===== src/rtl/core/kpsc_div_cell.sv =====
// ---------------------------------------------------------------------------
// kpsc_div_cell: one restoring division step
// Takes the next dividend bit, trial-subtracts the divisor and shifts the
// quotient bit in at the bottom of the dividend word.
// ---------------------------------------------------------------------------
module kpsc_div_cell #(
  parameter int DW = 32,
  parameter int NW = 64
) (
  input  logic          clk,
  input  logic          rst,
  input  logic          en,
  input  logic          valid_i,
  input  logic [DW-1:0] rem_i,
  input  logic [NW-1:0] num_i,
  input  logic [DW-1:0] dvsr_i,
  output logic          valid_o,
  output logic [DW-1:0] rem_o,
  output logic [NW-1:0] num_o,
  output logic [DW-1:0] dvsr_o
);

  logic [DW:0]   trial;
  logic          ge;
  logic [DW-1:0] rem_next;
  logic [NW-1:0] num_next;

  always_comb begin
    trial    = {rem_i, num_i[NW-1]};
    ge       = trial >= {1'b0, dvsr_i};
    rem_next = ge ? DW'(trial - {1'b0, dvsr_i}) : trial[DW-1:0];
    num_next = {num_i[NW-2:0], ge};
  end

  always_ff @(posedge clk) begin
    if (rst) begin
      valid_o <= 1'b0;
    end else if (en) begin
      valid_o <= valid_i;
    end
  end

  always_ff @(posedge clk) begin
    if (en) begin
      rem_o  <= rem_next;
      num_o  <= num_next;
      dvsr_o <= dvsr_i;
    end
  end

endmodule


===== config.mk =====
export PLATFORM = sky130hd
export DESIGN_NAME = kpsc_div_cell
export DESIGN_NICKNAME = d
export VERILOG_FILES = /design/src/rtl/core/kpsc_div_cell.sv
export SDC_FILE = /design/constraint.sdc
export NUM_CORES = 1
export LEC_CHECK = 0
export BUFFER_PORTS_ARGS = -buffer_cell sky130_fd_sc_hd__buf_2
export CORE_ASPECT_RATIO = 1.75
export CORE_MARGIN = 8
export CORE_UTILIZATION = 30
export DETAILED_ROUTE_END_ITERATION = 16
export GPL_TIMING_DRIVEN = 0
export SETUP_SLACK_MARGIN = 0.02
export SLEW_MARGIN = 20
export SYNTH_ARGS = -nofsm -noshare
export SYNTH_HDL_FRONTEND = slang
export SYNTH_SLANG_ARGS = --single-unit

===== constraint.sdc =====
create_clock -name clk -period 4 [get_ports clk]
set_input_delay 0 -clock clk [delete_from_list [all_inputs] [get_ports clk]]
set_output_delay 0 -clock clk [all_outputs]
set_load 0.1 [all_outputs]

==> qor.csv <==
stage;metric;value;unit
clock_tree;hold buffer count at CTS;129;
synthesis;main area contributors after synthesis;edfxtp_1 63%, ha_1 6.6%, a21oi_1 4.4%, inv_1 2.3%, xnor2_1 2.3%;
grt;final global-route overflow total;0;
floorplan;CORE AREA;0.0201;mm²
synthesis;Synth Instances;474;
grt;GRT Total Usage;15.1;%
power;Power, Total;4.86;mW
final_layout;post-layout instance area;0.00958;mm²
place;Detail Placement HPWL;14500;µm
place;Post-Place Cells;983;
grt;vias in the first global route;5607;
route;Detailed Route Iter0 Violations;186;
clock_tree;clock sink count;129;
route;DR vias;5237;
timing;count of final setup violators;0;
clock_tree;Post-CTS Setup Repair Bufs;0;
clock_tree;root buffer cell;clkbuf_16;
setup_path;Critical Path Fanout Max;4;
synthesis;Seq/Total Area, Yosys;63.5;%
setup_path;Worst EP arrival;3.81;ns
synthesis;syn avg cell area;12.8;µm²
route;drt pass-1 iters;5;
power;static leakage power;4.21;nW
clock_tree;number of H-tree levels;4;
synthesis;Synth cell types;48;
timing;Clock Skews;0;ns
place;placed instance area;0.00773;mm²
setup_path;Worst setup SP type;primary input;
floorplan;die width;124;µm
timing;relative slew slack;61.0;%
final_layout;diode count;0;
clock_tree;post_cts resized;0;
route;DRC;0;
synthesis;Synth warnings;0;
clock_tree;CTS tree;done;
final_layout;Final Non-Filler Cells;1142;
final_layout;area growth from synthesis to layout;57.4;%
setup_path;Max stage delay on crit path;0.54;ns
synthesis;prevailing post-synth register cell;edfxtp_1;
synthesis;number of synthesized register bits;129;
setup_path;slowest cell on the critical path;dlygate4sd3_1;
setup_path;kind of critical path;in2reg;
job;max cap viols;0;
timing;worst-margin pin slew;0.579;ns
timing;Setup TNS;0;ns
route;remaining antenna violation count after routing;0;
synthesis;syn_nets;639;
synthesis;Post-synth EDFFs;128;
timing;RSZ-0062 raised after global routing;no;
grt;first-pass GRT wire length;28700;µm
hold_path;hold crit path type;in2reg;
place;Port Buffers;260;
timing;Tmin final;3.65;ns
clock_tree;worst skew pair latency;0.42;ns
setup_path;critical path, cell by cell;dlygate4sd3_1, buf_2, inv_1, ha_1, fa_1, nand2b_1, a21oi_1, o21ai_0, o311a_1, a31oi_1, a21oi_1, o41ai_1, xor2_1, mux2_1;
power;peak supply drop;350;µV
route;vias per cell;4.59;
setup_path;CP delay by family, top;compound AO/OA/AOI/OAI gates;
synthesis;Post-synth ARST share;0;%
grt;pin count of the biggest net entering global routing;88;
floorplan;Top Ports;261;
power;pwr dens;508;mW/mm²
floorplan;starting density of the core;30.2;%
timing;count of final hold-check violations;0;
route;WL final;19300;µm
floorplan;row cnt;69;
timing;Fmax;0.274;GHz
floorplan;die area;0.0253;mm²
timing;final-report max-slew violation count;0;
synthesis;netlist area before placement;0.00608;mm²
setup_path;critical path's most frequent cell;a21oi_1;
outcome;outcome;completed;
setup_path;Crit path required time;4.16;ns
clock_tree;clock-pin slew on the worst setup and hold paths;0.06;ns
place;Placer Congestion;0.833;
final_layout;layout cells sized above 1;34.8;%
setup_path;buffers plus inverters on the worst setup path;3;
grt;antenna violations before repair;0;
timing;fin crit share;91.4;%
synthesis;most area-hungry cell type in the Yosys netlist;edfxtp_1;
clock_tree;Bufs on Longest Clock Path;2;
floorplan;Die Y;204;µm
final_layout;Nets;1048;
synthesis;post-synth top area share;63.2;%
clock_tree;CTS Buf Count;17;
setup_path;Crit. End Element;flop;
route;Routed WL per cell;16.9;µm
per-stage QoR:
stage                     utilization (%)  hold slack (ns)  worst slack, ns
after floorplan                         -           0.0724             1.23
after global placement               38.3            0.158            0.514
after detailed placement             38.4            0.160            0.473
after CTS                            47.6          0.00279            0.327
after global routing                 47.6           0.0681            0.109
final                                47.6           0.0174            0.346
placed cells by master (no fill, tap or decap), drive strengths merged, types with 2 or more instances in the layout:
| master | instances |
|---|---|
| a2bb2oi | 2 |
| o21a | 6 |
| o22ai | 2 |
| nor2 | 37 |
| mux2i | 3 |
| nand2b | 4 |
| buf | 272 |
| o31ai | 2 |
| o21bai | 3 |
| nor2b | 2 |
| a31oi | 5 |
| o41ai | 2 |
| clkinvlp | 3 |
| mux2 | 10 |
| bufinv | 2 |
| ha | 32 |
| o21ai | 17 |
| a21o | 12 |
| inv | 38 |
| clkinv | 5 |
| clkbuf | 26 |
| a21oi | 54 |
| dlygate4sd3 | 129 |
| nor4 | 4 |
| o211ai | 4 |
| xnor2 | 16 |
| nand4 | 7 |
| a211o | 2 |
| nand2 | 27 |
| nand3 | 8 |
| a211oi | 4 |
| xor2 | 11 |
| edfxtp | 128 |
| and4 | 2 |
| nor3 | 2 |
final cells by class:
| type | instances | area (µm²) |
|---|---|---|
| timing repair buffer | 390 | 2630 |
| buffer | 17 | 86.3 |
| fill | 1870 | 10500 |
| multi-input combinational | 290 | 1990 |
| sequential | 129 | 3860 |
| clock buffer | 20 | 437 |
| tap | 248 | 310 |
| inverter | 38 | 143 |
| clock inverter | 10 | 115 |
registers in the layout, indices dropped and copies added, names as in the netlist:
register,cells
dvsr_o,32
num_o,64
rem_o,32
valid_o,1
synthesized netlist by cell type (3+ instances only):
master / count
o21bai_1: 3
inv_1: 38
nand2b_1: 4
ha_1: 32
a211oi_1: 3
nand2_1: 27
clkbuf_1: 5
nand4_1: 7
nand3_1: 8
o21ai_0: 16
buf_4: 3
xnor2_1: 16
xor2_1: 11
a21o_1: 12
mux2_1: 4
o211ai_1: 4
buf_2: 8
a21oi_1: 54
o21a_1: 6
nor2_1: 37
nor4_1: 4
mux2_2: 6
edfxtp_1: 128
mux2i_1: 3
a31oi_1: 5
where the power goes:
group	internal [mW]	switching, mW	total (mW)
clock network	0.906	0.572	1.48
logic	0.381	1.33	1.71
registers	1.65	0.0286	1.68
metal layers:
| layer | up-vias | track usage (%) | wire [µm] |
|---|---|---|---|
| met1 | 2447 | 14.1 | 6630 |
| met4 | 0 | 6.01 | 285 |
| li1 | 2575 | - | - |
| met3 | 20 | 4.84 | 1640 |
| met5 | - | 0 | 0 |
| met2 | 195 | 28.7 | 10800 |
tightest hold or removal path, stage by stage:
cell and delay, ns:
buf_2 0.09, inv_1 0.03, nor2_1 0.09, a41o_1 0.11
worst paths after layout:
kind                            startpoint        end  slack (ns)  depth (start not counted)
worst max-delay path             num_i[63]  rem_o[30]        0.35                         14
worst min-delay path             rem_i[27]  rem_o[28]        0.02                          4
worst max register to register     valid_o    valid_o        2.87                          3
worst min register to register     valid_o    valid_o        1.03                          3
logic make-up (layout without fill, tap and decap cells):
family          count (synthesis)  after routing  synth area share [%]
compound gates                118            118                  12.1
buf+inv                        55            475                  3.76
mux                            13             13                  2.34
flops                         129            129                  63.5
simple gates                   99             99                  7.51
fa+ha+maj                      33             33                  6.91
xor+xnor                       27             27                  3.89
Note: power is estimated with default switching activity, not from simulation.
