**config.mk**
```make
export PLATFORM = sky130hd
export DESIGN_NAME = kpsc_sqrt_cell
export DESIGN_NICKNAME = d
export VERILOG_FILES = /design/src/rtl/core/kpsc_sqrt_cell.sv
export SDC_FILE = /design/constraint.sdc
export NUM_CORES = 1
export LEC_CHECK = 0
export ABC_AREA = 1
export ABC_CLOCK_PERIOD_IN_PS = 2700
export BUFFER_PORTS_ARGS = -buffer_cell sky130_fd_sc_hd__buf_2
export CAP_MARGIN = 20
export CELL_PAD_IN_SITES_DETAIL_PLACEMENT = 1
export CELL_PAD_IN_SITES_GLOBAL_PLACEMENT = 1
export CORE_MARGIN = 4
export CORE_UTILIZATION = 35
export CTS_CLUSTER_SIZE = 14
export DETAILED_ROUTE_END_ITERATION = 8
export GPL_TIMING_DRIVEN = 0
export PLACE_DENSITY = 0.92
export SETUP_SLACK_MARGIN = 0.15
export SYNTH_ARGS = -nofsm -noshare
export SYNTH_HDL_FRONTEND = slang
export SYNTH_SLANG_ARGS = --single-unit
export TNS_END_PERCENT = 1
```
**constraint.sdc**
```tcl
create_clock -name clk -period 2.7 [get_ports clk]
set_input_delay 0.81 -clock clk [delete_from_list [all_inputs] [get_ports clk]]
set_output_delay 0.81 -clock clk [all_outputs]
set_load 0.005 [all_outputs]
```
**src/rtl/core/kpsc_sqrt_cell.sv**
```systemverilog
// ---------------------------------------------------------------------------
// kpsc_sqrt_cell: one restoring square root step
// Brings down two radicand bits, tries 4*root+1 and shifts one root bit in;
// a side word travels along unchanged.
// ---------------------------------------------------------------------------
module kpsc_sqrt_cell #(
  parameter int RW = 32,
  parameter int SW = 48
) (
  input  logic            clk,
  input  logic            rst,
  input  logic            en,
  input  logic            valid_i,
  input  logic [RW:0]     rem_i,
  input  logic [2*RW-1:0] num_i,
  input  logic [RW-1:0]   root_i,
  input  logic [SW-1:0]   side_i,
  output logic            valid_o,
  output logic [RW:0]     rem_o,
  output logic [2*RW-1:0] num_o,
  output logic [RW-1:0]   root_o,
  output logic [SW-1:0]   side_o
);

  logic [RW+2:0]   pull;
  logic [RW+2:0]   trial;
  logic            ge;
  logic [RW:0]     rem_next;
  logic [2*RW-1:0] num_next;
  logic [RW-1:0]   root_next;

  always_comb begin
    pull      = {rem_i, num_i[2*RW-1 -: 2]};
    trial     = {1'b0, root_i, 2'b01};
    ge        = pull >= trial;
    rem_next  = ge ? (RW+1)'(pull - trial) : pull[RW:0];
    num_next  = {num_i[2*RW-3:0], 2'b00};
    root_next = {root_i[RW-2:0], ge};
  end

  always_ff @(posedge clk) begin
    if (rst) begin
      valid_o <= 1'b0;
    end else if (en) begin
      valid_o <= valid_i;
    end
  end

  always_ff @(posedge clk) begin
    if (en) begin
      rem_o  <= rem_next;
      num_o  <= num_next;
      root_o <= root_next;
      side_o <= side_i;
    end
  end

endmodule

```
==> impl_metrics.csv, run 1 <==
group,metric,value,unit
floorplan,placementRows,56,
global_routing,grt_pass1_wl,43730,µm
worst_setup_path,critPathArrivalTime,2.61,ns
global_routing,grt_usage,0.2144,
logic_synthesis,synthCells,865,
clocking,numCtsBuffers,17,
route,viasPerCell,4.649,
clocking,cts.reportedPaths.clkPinSlew,0.09,ns
worst_setup_path,criticalPathCategory,"in2reg",
worst_setup_path,cp-end-kind,"flop",
route,drt-initial-drc-count,418,
logic_synthesis,synth_cell_types,29,
final_layout,nets,1460,
route,drc,0,
logic_synthesis,yosysSeqAreaShare,0.6221,
clocking,cts.sink_count,176,
place,dpl.cell_count,1542,
floorplan,core-area,23680,µm²
global_routing,grt_start_max_net_pins,94,
route,drt-total-wl,29520,µm
sta,rsz0062_at_grt,"yes",
sta,drv_slew,0,
floorplan,die-height,163.7,µm
sta,skew,0,ns
sta,maxSlewHeadroom,0.5852,
global_routing,overflow,0,
route,wire_per_inst,18.69,µm
hold_path,hold_class,"in2reg",
clocking,cts-root-buf,"clkbuf_16",
global_routing,grt_pass1_vias,7834,
clocking,clk_latency,0.44,ns
sta,setup_viol,0,
sta,timing.final.hold_violations,0,
place,dpl_cell_area,10700,µm²
route,vias,7345,
logic_synthesis,yosysWarnings,0,
final_layout,drive_above_1_share,0.3442,
global_routing,antenna_found_initial,2,
sta,setup_tns,0,ns
clocking,hold_buffers,0,
worst_setup_path,cp-start-kind,"input port",
final_layout,fin_area,11400,µm²
final_layout,final_common_cell,"buf_2",
clocking,max-clock-path-buffers,2,
final_layout,mostFrequentLayoutCells,"buf_2, nand2_1, edfxtp_1, inv_1, nand3_1",
status,status,"finished clean",
logic_synthesis,ys_ff_latch,176,
place,port_buffers,356,
floorplan,die_w,163.7,µm
clocking,htreeDepth,4,
route,final_antenna_net_count,0,
power_and_ir_drop,p_leak,5.741,nW
worst_setup_path,required,2.86,ns
floorplan,floorplan.initialDensity,0.3580,
route,first_pass_iters,5,
final_layout,areaGrowthSynthToFinish,34.47,%
final_layout,finalNonFillerCells,1580,
worst_setup_path,cp_max_fo,10,
sta,fmax,408.5,MHz
sta,period_minus_slack,2.448,ns
place,gp_congestion,0.8719,
flow_run,cap_violations,0,
logic_synthesis,syn_area,8479,µm²
place,dpl.hpwl,23800,µm
floorplan,dieArea,26780,µm²
floorplan,num_io_pins,359,
final_layout,post-route-util,0.4815,
logic_synthesis,syn_avg_cell_area,9.803,µm²
power_and_ir_drop,pwr_density_cell,634.2,nW/µm²
sta,tightest_slew,0.6222,ns
clocking,cts_tree,"done",
power_and_ir_drop,ir_worst_vdd,0.0004219,V
sta,finalCritPeriodShare,0.9067,
==> Yosys cell counts <==
cell / instances / area (µm²)
nand2_4: 1 / 11.26
ha_1: 34 / 425.4
nor2_2: 5 / 31.28
nand2_1: 327 / 1227
a21oi_1: 21 / 105.1
nand3b_1: 10 / 75.07
nand3_1: 39 / 195.2
nand2_2: 2 / 12.51
nand3_2: 1 / 10.01
and3_1: 1 / 6.260
nand4_1: 4 / 25.02
dfxtp_1: 1 / 20.02
mux2i_1: 1 / 10.01
nor2_1: 39 / 146.4
o21ai_1: 1 / 5.000
a21o_1: 1 / 7.510
conb_1: 1 / 3.750
xor2_1: 14 / 122.6
inv_2: 11 / 41.29
o21ai_0: 1 / 5.000
buf_6: 3 / 33.78
buf_4: 5 / 37.54
nor3_1: 9 / 45.04
edfxtp_1: 175 / 5255
and2_1: 7 / 43.79
or2_2: 1 / 6.260
inv_1: 148 / 555.5
inv_4: 1 / 6.260
o211a_1: 1 / 10.01
==> path summary, 6_finish.rpt <==
check	from	to	slack, ns	depth (start not counted)
max	root_i[14]	rem_o[8]$_DFFE_PP_	0.25	15
min	rst	valid_o$_SDFFE_PP0P_	0.51	2
max reg2reg	valid_o$_SDFFE_PP0P_	valid_o$_SDFFE_PP0P_	2.11	2
min reg2reg	valid_o$_SDFFE_PP0P_	valid_o$_SDFFE_PP0P_	0.51	2
==> layout make-up <==
class | count | area (µm²)
flip-flops and latches | 176 | 5275
plain buffers | 8 | 71.32
multi-input cells | 522 | 2576
clock inverters | 15 | 202.7
inverters | 160 | 603.1
clock buffers | 17 | 425.4
well taps | 319 | 399.1
fillers | 2829 | 12280
repair buffers | 360 | 1842
diodes | 3 | 7.507
==> per-layer routing <==
metal | up-vias | GRT usage | part of all wire
met5 | - | 0 | 0
met2 | 284 | 0.3991 | 0.53
met1 | 3477 | 0.2271 | 0.36
met4 | 0 | 0.1006 | 0.035
li1 | 3527 | - | -
met3 | 57 | 0.05072 | 0.067
==> power by group <==
group          switching [mW]  internal [mW]  total, mW
clock network            1.28           1.28       2.56
logic                   0.795          0.509       1.30
registers              0.0697           3.30       3.37
total                    2.14           5.09       7.23
==> stage by stage <==
stage               worst slack [ns]  hold WS (ns)  total power [mW]
floorplan                     0.3171        0.4850             4.016
global placement              -1.384        0.4715             4.645
detailed placement           -0.2984        0.4993             4.717
CTS                           0.1751        0.4974             7.293
global route                  0.1158        0.5015             7.587
finish                        0.2518        0.5101             7.231
==> cells by family after synthesis <==
group	after synthesis	share of synthesized area
buffers and inverters	168	0.07953
AOI/OAI and AO/OA	25	0.01564
muxes	1	0.001181
other	1	0.0004422
xor gates and xnor gates	14	0.01446
DFF	176	0.6221
adders and majority gates	34	0.05017
and+or+nand+nor	446	0.2165
==> flip-flops by register name, indices dropped and copies added, names as in the netlist <==
name and cells:
rem_o 33, num_o 62, side_o 48, valid_o 1
root_o 32
==> what timing repair did <==
item	CTS	global route
pin swaps	0	1
setup buffers	0	3
gates resized for setup	3	10
endpoints found under the setup margin	9	30
==> critical path, stage by stage <==
cell     delay [ns]
buf_2          0.09
inv_1          0.05
ha_1           0.37
nand2_1        0.15
nor2_2         0.19
nand2_1        0.12
nor2_1         0.15
nand2_1        0.08
nand3_2        0.06
nor2_2         0.05
nand2_4        0.12
inv_4          0.08
buf_6          0.15
nand2_1        0.06
nand2_1        0.08
(Power assumes the default switching activity.)
==> inputs of run 2 (changes only) <==
Settings changed: PLACE_DENSITY 0.92 to not set, PLACE_DENSITY_LB_ADDON set to 0.1.
==> run 2 against run 1 <==
- via count down 3.3%
- global-route usage fell by 0.71 points
- count of clock-buffer cells in the layout rose by 1
- non-clock buffer count shrank 3
- combinational power barely moved
- sequential power barely moved
- sequential share of layout area shrank 0.10 points
- largest cell class unchanged
==> impl_metrics.csv, run 2 (same netlist as run 1, synthesis figures left out) <==
group,metric,value,unit
global_routing,overflow,0,
route,drc,0,
global_routing,grt_pass1_wl,41810,µm
route,vias,7099,
place,dpl.hpwl,23790,µm
floorplan,die-height,163.7,µm
final_layout,fillerInstances,2855,
final_layout,ff_latch_area,5275,µm²
sta,timing.hold.ws,0.5137,ns
floorplan,num_io_pins,359,
power_and_ir_drop,pwr_density_cell,623.3,nW/µm²
place,port_buffers,356,
sta,finalCritPeriodShare,0.9032,
clocking,hold_buffers,0,
final_layout,top_regs,"num_o (62), side_o (48), rem_o (33)",
sta,drv_slew,0,
clocking,numCtsBuffers,17,
sta,fmax,410.1,MHz
clocking,cts.sink_count,176,
clocking,max-clock-path-buffers,2,
sta,setup_viol,0,
worst_setup_path,critPathArrivalTime,2.61,ns
global_routing,grt_usage,0.2073,
route,drt-total-wl,28690,µm
sta,fin_ws,0.2614,ns
route,drt-initial-drc-count,363,
clocking,cts-root-buf,"clkbuf_16",
power_and_ir_drop,p_leak,5.705,nW
place,gp_congestion,0.8573,
final_layout,regMostFlops,"num_o",
worst_setup_path,cp-end-kind,"flop",
worst_setup_path,cp_max_fo,10,
final_layout,mostFrequentLayoutCells,"buf_2, nand2_1, edfxtp_1, inv_1, nand3_1",
global_routing,antenna_found_initial,9,
final_layout,largest_register_ffs,62,
route,viasPerCell,4.496,
clocking,htreeDepth,4,
sta,rsz0062_at_grt,"no",
sta,timing.final.hold_violations,0,
final_layout,areaGrowthSynthToFinish,34.76,%
worst_setup_path,required,2.87,ns
sta,tightest_slew,0.6688,ns
global_routing,grt_pass1_vias,7266,
floorplan,core-area,23680,µm²
clocking,cts.reportedPaths.clkPinSlew,0.08,ns
sta,skew,0,ns
final_layout,drive_above_1_share,0.3554,
power_and_ir_drop,ir_worst_vdd,0.0003926,V
floorplan,die_w,163.7,µm
final_layout,nets,1457,
final_layout,final_common_cell,"buf_2",
floorplan,floorplan.initialDensity,0.3580,
final_layout,multi_input_area,2659,µm²
global_routing,grt_start_max_net_pins,131,
worst_setup_path,cp-start-kind,"input port",
floorplan,placementRows,56,
sta,period_minus_slack,2.439,ns
worst_setup_path,criticalPathCategory,"in2reg",
place,post-place-ws,-0.3019,ns
route,wire_per_inst,18.17,µm
clocking,cts_tree,"done",
hold_path,hold_class,"reg2reg",
status,status,"finished clean",
route,first_pass_iters,4,
sta,maxSlewHeadroom,0.5542,
flow_run,cap_violations,0,
floorplan,dieArea,26780,µm²
route,final_antenna_net_count,0,
final_layout,post-route-util,0.4825,
clocking,clk_latency,0.42,ns
## run 2: timing repair
| action | 4_1_cts | 5_1_grt |
|---|---|---|
| resized for setup | 0 | 30 |
| setup endpoints to repair | 0 | 30 |
| setup buffers | 0 | 0 |
## run 2: worst max-delay path, stage by stage
cell     delay [ns]
buf_2          0.09
inv_1          0.04
ha_1           0.35
nand2_1        0.15
nor2_2         0.19
nand2_1        0.09
nor2_1         0.13
nand2_1        0.08
nand3_2        0.09
nor2_2         0.06
nand2_4        0.14
inv_4          0.09
buf_6          0.16
nand2_1        0.06
nand2_1        0.06
## run 2: through the flow
stage / setup TNS, ns / cells / total power, mW / cell area [µm²]
after global routing: 0 / 1578 / 7.514 / 11420
after detailed placement: -8.490 / 1542 / 4.698 / 10700
final: 0 / 1579 / 7.122 / 11430
after global placement: -261.77 / 1541 / 4.673 / 10660
after CTS: 0 / 1574 / 7.201 / 11290
after floorplan: 0 / 866 / 4.016 / 8483
## run 2: cell type report
class | count | area share
inverter | 160 | 0.05278
tap | 319 | 0.03493
buffer | 8 | 0.006241
timing repair buffer | 357 | 0.1592
clock inverter | 14 | 0.01391
sequential | 176 | 0.4616
multi-input combinational | 522 | 0.2327
clock buffer | 18 | 0.03756
antenna | 5 | 0.001095
## run 2: report_power, final
group / internal (mW) / switching (mW) / leakage [nW]
Combinational: 0.517 / 0.774 / 3.70
Sequential: 3.30 / 0.0543 / 1.72
Clock: 1.25 / 1.22 / 0.286
Total: 5.07 / 2.05 / 5.71
## run 2: worst paths after layout
path / from / end / slack [ns] / depth (start not counted)
setup reg to reg: valid_o$_SDFFE_PP0P_ / valid_o$_SDFFE_PP0P_ / 2.09 / 2
setup / recovery: root_i[7] / rem_o[31]$_DFFE_PP_ / 0.26 / 15
hold reg to reg: valid_o$_SDFFE_PP0P_ / valid_o$_SDFFE_PP0P_ / 0.51 / 2
hold / removal: valid_o$_SDFFE_PP0P_ / valid_o$_SDFFE_PP0P_ / 0.51 / 2
## run 2: metal layers
layer | vias to the layer above | global-route usage | share of wire
met3 | 44 | 0.05652 | 0.065
met5 | - | 0 | 0.0018
met4 | 8 | 0.06748 | 0.024
met2 | 215 | 0.3673 | 0.51
met1 | 3311 | 0.2434 | 0.40
li1 | 3521 | - | -
==> inputs of run 3 (changes only) <==
Settings changed: ABC_CLOCK_PERIOD_IN_PS 2700 to 2400.
Clock period 2.7 ns to 2.4 ns, I/O delays scaled along.
==> run 3 against run 2 <==
- register-to-register slack worse by 0.28 ns
- via count is 0.44% higher
- clock skew stayed put
- flip-flop and latch count stayed put
- total power is 14% higher
- first-iteration DRC count is 0.55% higher
- final area is 3.5% higher
- combinational power is 21% higher
- sequential power is 13% higher
- routed wire length is 0.99% higher
- critical path type unchanged
- largest cell class unchanged
- largest power group unchanged
- highest routed layer unchanged
==> impl_metrics.csv, run 3 (same netlist as run 1, synthesis figures left out) <==
group,metric,value,unit
status,status,"finished clean",
global_routing,grt_pass1_vias,7334,
route,viasPerCell,4.501,
sta,period_minus_slack,2.187,ns
final_layout,fillerInstances,2849,
global_routing,grt_pass1_wl,42470,µm
worst_setup_path,cp_max_fo,10,
clocking,cts_tree,"done",
global_routing,overflow,0,
floorplan,num_io_pins,359,
worst_setup_path,cp-startpoint,"root_i[24]",
route,first_pass_iters,5,
sta,tightest_slew,0.6804,ns
worst_setup_path,r2r_cells,2,
final_layout,top_regs,"num_o (62), side_o (48), rem_o (33)",
hold_path,hold_class,"in2reg",
worst_setup_path,criticalPathCategory,"in2reg",
sta,rsz0062_at_grt,"yes",
global_routing,antenna_found_initial,9,
worst_setup_path,worstReg2RegEnd,"valid_o$_SDFFE_PP0P_",
clocking,numCtsBuffers,17,
worst_setup_path,cp-end-kind,"flop",
power_and_ir_drop,pwr_density_cell,688.6,nW/µm²
sta,maxSlewHeadroom,0.5464,
sta,timing.hold.ws,0.4522,ns
route,final_antenna_net_count,0,
clocking,clk_latency,0.43,ns
final_layout,regMostFlops,"num_o",
sta,finalCritPeriodShare,0.9111,
clocking,htreeDepth,4,
worst_setup_path,cp-start-kind,"input port",
final_layout,drive_above_1_share,0.3857,
sta,drv_slew,0,
final_layout,largest_register_ffs,62,
worst_setup_path,ff2ff_setup_slack,1.81,ns
place,gp_congestion,0.8009,
clocking,max-clock-path-buffers,2,
floorplan,dieArea,26780,µm²
place,port_buffers,356,
place,dpl.hpwl,23430,µm
clocking,cts-root-buf,"clkbuf_16",
sta,skew,0,ns
worst_setup_path,required,2.59,ns
final_layout,areaGrowthSynthToFinish,39.46,%
route,drt-initial-drc-count,365,
global_routing,grt_start_max_net_pins,129,
floorplan,placementRows,56,
clocking,cts.sink_count,176,
sta,fmax,457.3,MHz
floorplan,floorplan.initialDensity,0.3580,
clocking,cts.reportedPaths.clkPinSlew,0.08,ns
sta,setup_viol,0,
sta,timing.final.hold_violations,0,
final_layout,nets,1462,
final_layout,mostFrequentLayoutCells,"buf_2, nand2_1, edfxtp_1, inv_1, nand3_1",
worst_setup_path,r2r_start,"valid_o$_SDFFE_PP0P_",
power_and_ir_drop,p_leak,5.765,nW
worst_setup_path,critPathArrivalTime,2.38,ns
route,wire_per_inst,18.29,µm
floorplan,die-height,163.7,µm
worst_setup_path,crit_end,"rem_o[17]$_DFFE_PP_",
place,dpl.cell_count,1542,
route,vias,7130,
route,drt-total-wl,28970,µm
floorplan,die_w,163.7,µm
final_layout,finalNonFillerCells,1584,
route,drc,0,
power_and_ir_drop,ir_worst_vdd,0.0004074,V
floorplan,core-area,23680,µm²
clocking,hold_buffers,0,
final_layout,final_common_cell,"buf_2",
global_routing,grt_usage,0.2101,
flow_run,cap_violations,0,
-- run 3: how the worst min path moves through the flow --
stage,startpoint,endpoint,slack [ns],cells after the start
6_report,rst,valid_o$_SDFFE_PP0P_,0.45,2
5_1_grt,num_i[58],num_o[60]$_DFFE_PP_,0.42,1
4_1_cts,rst,valid_o$_SDFFE_PP0P_,0.43,2
3_5_place_dp,valid_o$_SDFFE_PP0P_,valid_o$_SDFFE_PP0P_,0.49,2
3_3_place_gp,valid_o$_SDFFE_PP0P_,valid_o$_SDFFE_PP0P_,0.48,2
2_1_floorplan,valid_o$_SDFFE_PP0P_,valid_o$_SDFFE_PP0P_,0.48,2
-- run 3: routing by layer --
metal,global-route usage,vias up,share of wire
met1,0.2465,3354,0.40
li1,-,3532,-
met4,0.05376,8,0.015
met2,0.3809,208,0.52
met5,0,-,0.0017
met3,0.05577,28,0.062
-- run 3: critical path, cell delays in order --
cell and delay [ns]:
buf_2 0.08, inv_1 0.04, ha_2 0.37, nand2_2 0.11
nor2_4 0.15, nand2_1 0.10, nor2_2 0.15, nand2_1 0.08
nand3_2 0.06, nor2_2 0.04, nand2_4 0.11, inv_4 0.07
buf_8 0.15, nand2_1 0.07, nand2_1 0.06
-- run 3: final cells by class --
type	instances	area (µm²)	share of cell area
Inverter	160	603.1	0.05100
Tap cell	319	399.1	0.03375
Buffer	8	82.58	0.006983
Multi-Input combinational cell	522	2995	0.2533
Timing Repair Buffer	362	1857	0.1570
Clock inverter	14	171.4	0.01450
Antenna cell	5	12.51	0.001058
Sequential cell	176	5275	0.4461
Clock buffer	18	429.2	0.03629
-- run 3: per-stage QoR --
step	setup TNS (ns)	setup slack (ns)	utilization	instance area, µm²	power, mW
2_1_floorplan	0	0.1503	-	8766	4.570
3_3_place_gp	-306.45	-1.764	0.4622	10950	5.332
3_5_place_dp	-12.89	-0.4482	0.4638	10980	5.365
4_1_cts	0	0.1639	0.4915	11640	8.214
5_1_grt	0	0.1373	0.4992	11820	8.596
6_report	0	0.2134	0.4993	11830	8.143
-- run 3: repair_timing --
| item | 4_1_cts | 5_1_grt |
|---|---|---|
| setup buffers | 1 | 4 |
| gates resized for setup | 11 | 34 |
| pin swaps | 2 | 7 |
| hold endpoints to repair | 0 | 0 |
| endpoints found under the setup margin | 31 | 31 |
-- run 3: power by group --
group	internal [mW]	total (mW)	switching (mW)
registers	3.71	3.78	0.0648
clock network	1.41	2.81	1.40
logic	0.650	1.56	0.910
